File: config.mk
export PLATFORM = sky130hd
export DESIGN_NAME = positional_list_insert_delete_unit
export DESIGN_NICKNAME = d
export VERILOG_FILES = /design/src/hdl/plid_pkg.sv /design/src/hdl/plid_cell.sv /design/src/hdl/positional_list_insert_delete_unit.sv
export VERILOG_INCLUDE_DIRS = /design/src /design/src/hdl
export SDC_FILE = /design/constraint.sdc
export NUM_CORES = 1
export LEC_CHECK = 0
export ABC_AREA = 1
export ABC_CLOCK_PERIOD_IN_PS = 8750
export BUFFER_PORTS_ARGS = -buffer_cell sky130_fd_sc_hd__buf_2
export CORE_MARGIN = 10
export CORE_UTILIZATION = 48
export DETAILED_ROUTE_END_ITERATION = 6
export PLACE_DENSITY = 0.72
export SYNTH_ARGS = -nofsm -noshare
export SYNTH_HDL_FRONTEND = slang
export SYNTH_SLANG_ARGS = --single-unit
File: constraint.sdc
create_clock -name clk -period 8.75 [get_ports clk]
set_input_delay 1.3125 -clock clk [delete_from_list [all_inputs] [get_ports clk]]
set_output_delay 1.3125 -clock clk [all_outputs]
set_load 0.05 [all_outputs]
File: src/hdl/positional_list_insert_delete_unit_macros.svh
// Assertion macros for the positional list unit.
`ifndef POSITIONAL_LIST_INSERT_DELETE_UNIT_MACROS_SVH
`define POSITIONAL_LIST_INSERT_DELETE_UNIT_MACROS_SVH

`ifndef NO_ASSERTIONS

// Same-cycle implication, checked out of reset.
`define PLID_ASSERT_IMP(label, ante, cons) \
  label: assert property (@(posedge clk) disable iff (!rst_n) (ante) |-> (cons)) \
    else $error("plid assertion failed");

// Next-cycle implication, checked out of reset.
`define PLID_ASSERT_NEXT(label, ante, cons) \
  label: assert property (@(posedge clk) disable iff (!rst_n) (ante) |=> (cons)) \
    else $error("plid assertion failed");

`else

`define PLID_ASSERT_IMP(label, ante, cons)
`define PLID_ASSERT_NEXT(label, ante, cons)

`endif

`endif

File: src/hdl/plid_pkg.sv
// Package: types and constants of the positional list unit.
`timescale 1ns / 1ps
`default_nettype none

package plid_pkg;

  localparam int DEPTH     = 16;
  localparam int ELEM_BITS = 32;
  localparam int IDX_W     = $clog2(DEPTH);
  localparam int CNT_W     = $clog2(DEPTH + 1);
  localparam int POS_W     = 5;
  localparam int CMP_W     = ((CNT_W > POS_W) ? CNT_W : POS_W) + 1;

  typedef enum logic [1:0] {
    REQ_INSERT = 2'd0,
    REQ_DELETE = 2'd1,
    REQ_READ   = 2'd2,
    REQ_CLEAR  = 2'd3
  } req_t;

  typedef enum logic [1:0] {
    ST_OK     = 2'd0,
    ST_FULL   = 2'd1,
    ST_EMPTY  = 2'd2,
    ST_BADPOS = 2'd3
  } status_t;

  typedef enum logic [1:0] {
    CELL_HOLD = 2'd0,
    CELL_INS  = 2'd1,
    CELL_DEL  = 2'd2
  } cell_op_t;

  typedef struct packed {
    logic [1:0]  req_type;
    logic [4:0]  position;
    logic [31:0] element;
  } in_t;

  typedef struct packed {
    logic [1:0]  status;
    logic [31:0] read_data;
    logic [4:0]  count;
    logic        is_full;
    logic        is_empty;
  } out_t;

  // Broadcast to every cell of the row.
  typedef struct packed {
    cell_op_t               op;
    logic [IDX_W-1:0]       pos_idx;
    logic [ELEM_BITS-1:0]   elem;
  } cell_ctrl_t;

endpackage

`default_nettype wire

File: src/hdl/plid_cell.sv
// One slot of the list row: holds, loads, or takes a neighbor's entry.
`timescale 1ns / 1ps
`default_nettype none

module plid_cell (
  input  wire logic                          clk,
  input  wire plid_pkg::cell_ctrl_t          ctrl,
  input  wire logic [plid_pkg::IDX_W-1:0]     my_idx,
  input  wire logic [plid_pkg::ELEM_BITS-1:0] lower_q,
  input  wire logic [plid_pkg::ELEM_BITS-1:0] upper_q,
  output logic      [plid_pkg::ELEM_BITS-1:0] q
);
  import plid_pkg::*;

  logic [ELEM_BITS-1:0] slot_r;
  logic [ELEM_BITS-1:0] slot_nxt;

  always_comb begin
    slot_nxt = slot_r;
    case (ctrl.op)
      CELL_INS: begin
        if (my_idx == ctrl.pos_idx) begin
          slot_nxt = ctrl.elem;
        end else if (my_idx > ctrl.pos_idx) begin
          slot_nxt = lower_q;
        end
      end
      CELL_DEL: begin
        if (my_idx >= ctrl.pos_idx) begin
          slot_nxt = upper_q;
        end
      end
      default: slot_nxt = slot_r;
    endcase
  end

  always_ff @(posedge clk) begin
    slot_r <= slot_nxt;
  end

  assign q = slot_r;

endmodule

`default_nettype wire

File: src/hdl/positional_list_insert_delete_unit.sv
// Each accepted request's result is loaded into the output register at the end of its transfer cycle.
// Throughput: one request per cycle when not stalled; the whole cell row shifts in that cycle.
// Input is stalled only while a result waits in the output register.
// Reset (rst_n low, synchronous) empties the list and drops any pending result.
// Slot contents are not reset; only entries below the count are ever read.
`timescale 1ns / 1ps
`default_nettype none
`include "positional_list_insert_delete_unit_macros.svh"

module positional_list_insert_delete_unit (
  input  wire logic           clk,
  input  wire logic           rst_n,
  input  wire logic           in_valid,
  output logic                in_stall,
  input  wire plid_pkg::in_t  in_data,
  output logic                out_valid,
  input  wire logic           out_stall,
  output plid_pkg::out_t      out_data
);
  import plid_pkg::*;

  logic [CNT_W-1:0]     count_r, count_nxt;
  logic                 out_valid_r, out_valid_nxt;
  out_t                 out_r, out_nxt;
  cell_ctrl_t           ctrl;
  logic [ELEM_BITS-1:0] slot_q [DEPTH];
  logic                 acc;
  logic [CMP_W-1:0]     pos_x, cnt_x;
  logic                 is_ins, is_dr, pos_zero, full_now, empty_now;
  logic                 ins_ok, del_ok, rd_ok;
  status_t              status;
  logic [ELEM_BITS-1:0] rd_elem;

  assign in_stall = out_valid_r & out_stall;
  assign acc      = in_valid & ~in_stall;

  assign pos_x     = CMP_W'(in_data.position);
  assign cnt_x     = CMP_W'(count_r);
  assign pos_zero  = (in_data.position == '0);
  assign full_now  = (count_r == CNT_W'(DEPTH));
  assign empty_now = (count_r == '0);
  assign is_ins    = (in_data.req_type == REQ_INSERT);
  assign is_dr     = (in_data.req_type == REQ_DELETE) || (in_data.req_type == REQ_READ);

  assign ins_ok = is_ins && !full_now && !pos_zero && (pos_x <= cnt_x + CMP_W'(1));
  assign del_ok = (in_data.req_type == REQ_DELETE) && !empty_now && !pos_zero &&
                  (pos_x <= cnt_x);
  assign rd_ok  = (in_data.req_type == REQ_READ) && !empty_now && !pos_zero &&
                  (pos_x <= cnt_x);

  always_comb begin
    if (is_ins) begin
      status = full_now ? ST_FULL : (ins_ok ? ST_OK : ST_BADPOS);
    end else if (is_dr) begin
      status = empty_now ? ST_EMPTY : ((del_ok || rd_ok) ? ST_OK : ST_BADPOS);
    end else begin
      status = ST_OK;
    end
  end

  always_comb begin
    ctrl.pos_idx = IDX_W'(in_data.position - 5'd1);
    ctrl.elem    = ELEM_BITS'(in_data.element);
    ctrl.op      = CELL_HOLD;
    if (acc && ins_ok) begin
      ctrl.op = CELL_INS;
    end else if (acc && del_ok) begin
      ctrl.op = CELL_DEL;
    end
  end

  // Row of cells; the low end sees zero below it, the high end sees its own entry above it.
  genvar g;
  generate
    for (g = 0; g < DEPTH; g++) begin : g_cell
      logic [ELEM_BITS-1:0] lower_q, upper_q;
      if (g == 0) begin : g_lo
        assign lower_q = '0;
      end else begin : g_lo
        assign lower_q = slot_q[g-1];
      end
      if (g == DEPTH - 1) begin : g_hi
        assign upper_q = slot_q[g];
      end else begin : g_hi
        assign upper_q = slot_q[g+1];
      end
      plid_cell u_cell (
        .clk     (clk),
        .ctrl    (ctrl),
        .my_idx  (IDX_W'(g)),
        .lower_q (lower_q),
        .upper_q (upper_q),
        .q       (slot_q[g])
      );
    end
  endgenerate

  assign rd_elem = slot_q[ctrl.pos_idx];

  always_comb begin
    count_nxt = count_r;
    if (acc) begin
      if (ins_ok) begin
        count_nxt = count_r + CNT_W'(1);
      end else if (del_ok) begin
        count_nxt = count_r - CNT_W'(1);
      end else if (in_data.req_type == REQ_CLEAR) begin
        count_nxt = '0;
      end
    end
  end

  always_comb begin
    out_valid_nxt = out_valid_r;
    out_nxt       = out_r;
    if (acc) begin
      out_valid_nxt     = 1'b1;
      out_nxt.status    = status;
      out_nxt.read_data = rd_ok ? 32'(rd_elem) : 32'd0;
      out_nxt.count     = 5'(count_nxt);
      out_nxt.is_full   = (count_nxt == CNT_W'(DEPTH));
      out_nxt.is_empty  = (count_nxt == '0);
    end else if (out_valid_r && !out_stall) begin
      out_valid_nxt = 1'b0;
    end
  end

  always_ff @(posedge clk) begin
    if (!rst_n) begin
      count_r     <= '0;
      out_valid_r <= 1'b0;
    end else begin
      count_r     <= count_nxt;
      out_valid_r <= out_valid_nxt;
    end
  end

  always_ff @(posedge clk) begin
    out_r <= out_nxt;
  end

  assign out_valid = out_valid_r;
  assign out_data  = out_r;

  `PLID_ASSERT_IMP(a_count_range, 1'b1, count_r <= CNT_W'(DEPTH))
  `PLID_ASSERT_NEXT(a_ins_count, acc && ins_ok, count_r == $past(count_r) + CNT_W'(1))
  `PLID_ASSERT_NEXT(a_acc_result, acc, out_valid_r && (out_r.count == 5'(count_r)))
  `PLID_ASSERT_IMP(a_flags, out_valid_r, out_r.is_empty == (out_r.count == 5'd0))

endmodule

`default_nettype wire

==> out/results.txt <==
Gr usage total = 0.2487
FF-to-FF End = g_cell[2].u_cell.q[16]$_DFFE_PP_
Leakage = 14.68 nW
Worst Min Path Start = out_valid$_SDFFE_PN0P_
Max rail drop VDD = 145.4 µV
Ys async rst share = 0
Area of the multi-input gates = 13,510 µm²
Longest Clk Path Bufs = 3
Global-route wire length before repair = 159,700 µm
CTS Hold Bufs = 0
WP data arrival = 5390 ps
Seq cells post-synth = 559
Largest net degree at the start of global routing = 178
Placed Cells = 4,666
Number of fillers in the final layout = 6,444
DP HPWL = 60,820 µm
Clk sinks = 559
Synth cell types = 36
Post-synth EDFFs = 553
Post-synthesis sequential area ratio = 0.4971
Crit Path Category = in -> reg
Clock Latency Late Sink = 640 ps
Initial DRC count = 3,734
Mapped cell area = 33,650 µm²
CP Launch Type = input port
Final Wtd Congestion = 0.8622
Die Y = 284.8 µm
Root Driver = clkbuf_16
Final Hold Viols = 0
Grt ovf = 0
Nets@finish = 3,852
CTS H-Tree Depth = 2
P&R area growth vs syn = 7.493%
Commonest non-fill, non-tap cell in the layout = nand2_1
PostCTS Resize Cnt = 0
Die area = 81,090 µm²
Worst r2r src = count_r[0]$_SDFF_PN0_
Num CTS Buffers = 60
Vias per cell = 6.033
Storage cell area = 16,730 µm²
Unrepaired setup endpoints after global routing = false
Top FF cell, synth = edfxtp_1
Total I/O pin count = 86
Share of cells above drive strength 1 = 0.09148
Chip width = 284.8 µm
Crit share post-route = 0.5834
Fmax = 195.9 MHz
Mean post-synth cell area = 8.550 µm²
Routed Antenna Nets = 0
Crit end category = register
Worst-Margin Slew = 1179 ps
Core Rows = 97
Initial antenna violation count = 5
Detailed Route WL = 104,700 µm
Residual DRC = 0
Tmin final = 5105 ps
HP Class = reg -> reg
Final Max Slew Viols = 0
Worst-path fanout max = 135
Vias in the first global route = 26,540
Reg2Reg Depth = 16
Initial Util = 0.4821
DRT Pass-1 Iters = 6
Port-buffer cells = 85
Post-CTS setup repair buffer count = 0
Hold endpoint = out_valid$_SDFFE_PN0P_
Status = complete, no violations
CTS tree = yes
WL per Instance = 21.90 µm
WP data required = 9030 ps
Cells after Synth = 3,935
Pwr Density = 177.0 nW/µm²
Worst hold path depth = 2
Post-Layout Cell Count = 4,779
R2R setup slack = 4390 ps
Relative slew slack = 0.2131
Area of the core = 69,790 µm²
Vias post-DR = 28,830
Worst-path clk slew = 60 ps
Final TNS setup = 0 ps
Commonest non-fill, non-tap cells in the layout = 751 x nand2_1, 641 x o21ai_0, 553 x edfxtp_1, 511 x inv_1, 318 x o211ai_1
Max Cap Viol = 0
Ys Warns = 0
Clock skew = 35.27 ps
# setup viols final = 0
Mapped Nets = 3,999
[worst max-delay path by stage]
stage | start | cells after the start | slack, ps | end
2_1_floorplan | out_stall | 7 | 2520 | g_cell[0].u_cell.q[0]$_DFFE_PP_
3_3_place_gp | in_data[32] | 15 | 3140 | g_cell[2].u_cell.q[22]$_DFFE_PP_
3_5_place_dp | in_data[32] | 15 | 3120 | g_cell[2].u_cell.q[20]$_DFFE_PP_
4_1_cts | in_data[32] | 15 | 3770 | g_cell[2].u_cell.q[17]$_DFFE_PP_
5_1_grt | in_data[32] | 15 | 3400 | g_cell[2].u_cell.q[17]$_DFFE_PP_
6_report | in_data[32] | 15 | 3640 | g_cell[2].u_cell.q[16]$_DFFE_PP_
[sequential cells by signal, indices dropped and copies added, names as in the netlist]
name             count
g_cell.u_cell.q    512
out_data            41
count_r              5
out_valid            1
[through the flow]
step	utilization	hold slack (ps)	setup WS, ps	cell area [µm²]	total power, mW
floorplan	-	497.1	2524	33650	3.606
global placement	0.4904	473.6	3144	34220	3.839
detailed placement	0.4904	488.7	3124	34220	3.852
CTS	0.5182	497.2	3769	36160	6.403
global route	0.5183	543.7	3400	36170	6.583
finish	0.5183	496.6	3645	36170	6.403
[power breakdown]
part	internal, mW	switching [mW]
clock	1.46	1.12
combinational	0.205	0.582
sequential	3.01	0.0233
[cell usage after synthesis, types with 5 or more instances]
library cell  instances  area (µm²)
buf_6                40       450.4
o211ai_2             63       788.3
a31oi_1              36       225.2
a21oi_1             270        1351
ha_1                 21       262.8
nand2_2               7       43.79
o211ai_1            318        2387
nand2_1             759        2849
nand3_1              88       440.4
o21ai_0             641        3208
buf_1                53       198.9
dfxtp_1               6       120.1
inv_2                 5       18.77
inv_1               515        1933
nor2_1              121       454.2
buf_2                54       270.3
a211oi_1             64       480.5
xor2_1                5       43.79
edfxtp_1            553       16610
buf_4                13       97.59
nor3_1               35       175.2
clkbuf_1            179       671.9
o21ai_1              64       320.3
[cell families (layout without fill, tap and decap cells)]
group / count (synthesis) / count (layout) / synth area share
compound gates: 1460 / 1460 / 0.2613
simple gates: 1026 / 1026 / 0.1225
buf+inv: 863 / 765 / 0.1097
flops: 559 / 559 / 0.4971
fa+ha+maj: 21 / 21 / 0.007809
xor+xnor: 6 / 6 / 0.001562
other cells: 0 / 2 / 0
[layer usage]
metal	up-vias	GRT usage	share of wire
met5	-	0	0
met4	0	0.1076	0.042
met3	234	0.04279	0.11
met2	1664	0.3781	0.44
met1	13480	0.3459	0.41
li1	13450	-	-
[final cells by class]
class | instances | share of cell area
sequential | 559 | 0.4625
multi-input combinational | 2513 | 0.3736
inverter | 521 | 0.05428
clock buffer | 70 | 0.04369
tap | 940 | 0.03252
timing repair buffer | 133 | 0.02339
clock inverter | 41 | 0.009894
antenna | 2 | 0.0001384
[critical path, stage by stage]
cell,delay [ps]
buf_8,230
inv_4,190
buf_4,680
ha_1,260
inv_1,50
nand2_1,60
nand3_1,70
nand2_1,220
nand2_4,110
inv_4,90
nand2_4,50
nand2_1,230
nand2_1,400
o22ai_4,880
buf_4,480
Note: power is estimated with default switching activity, not from simulation.
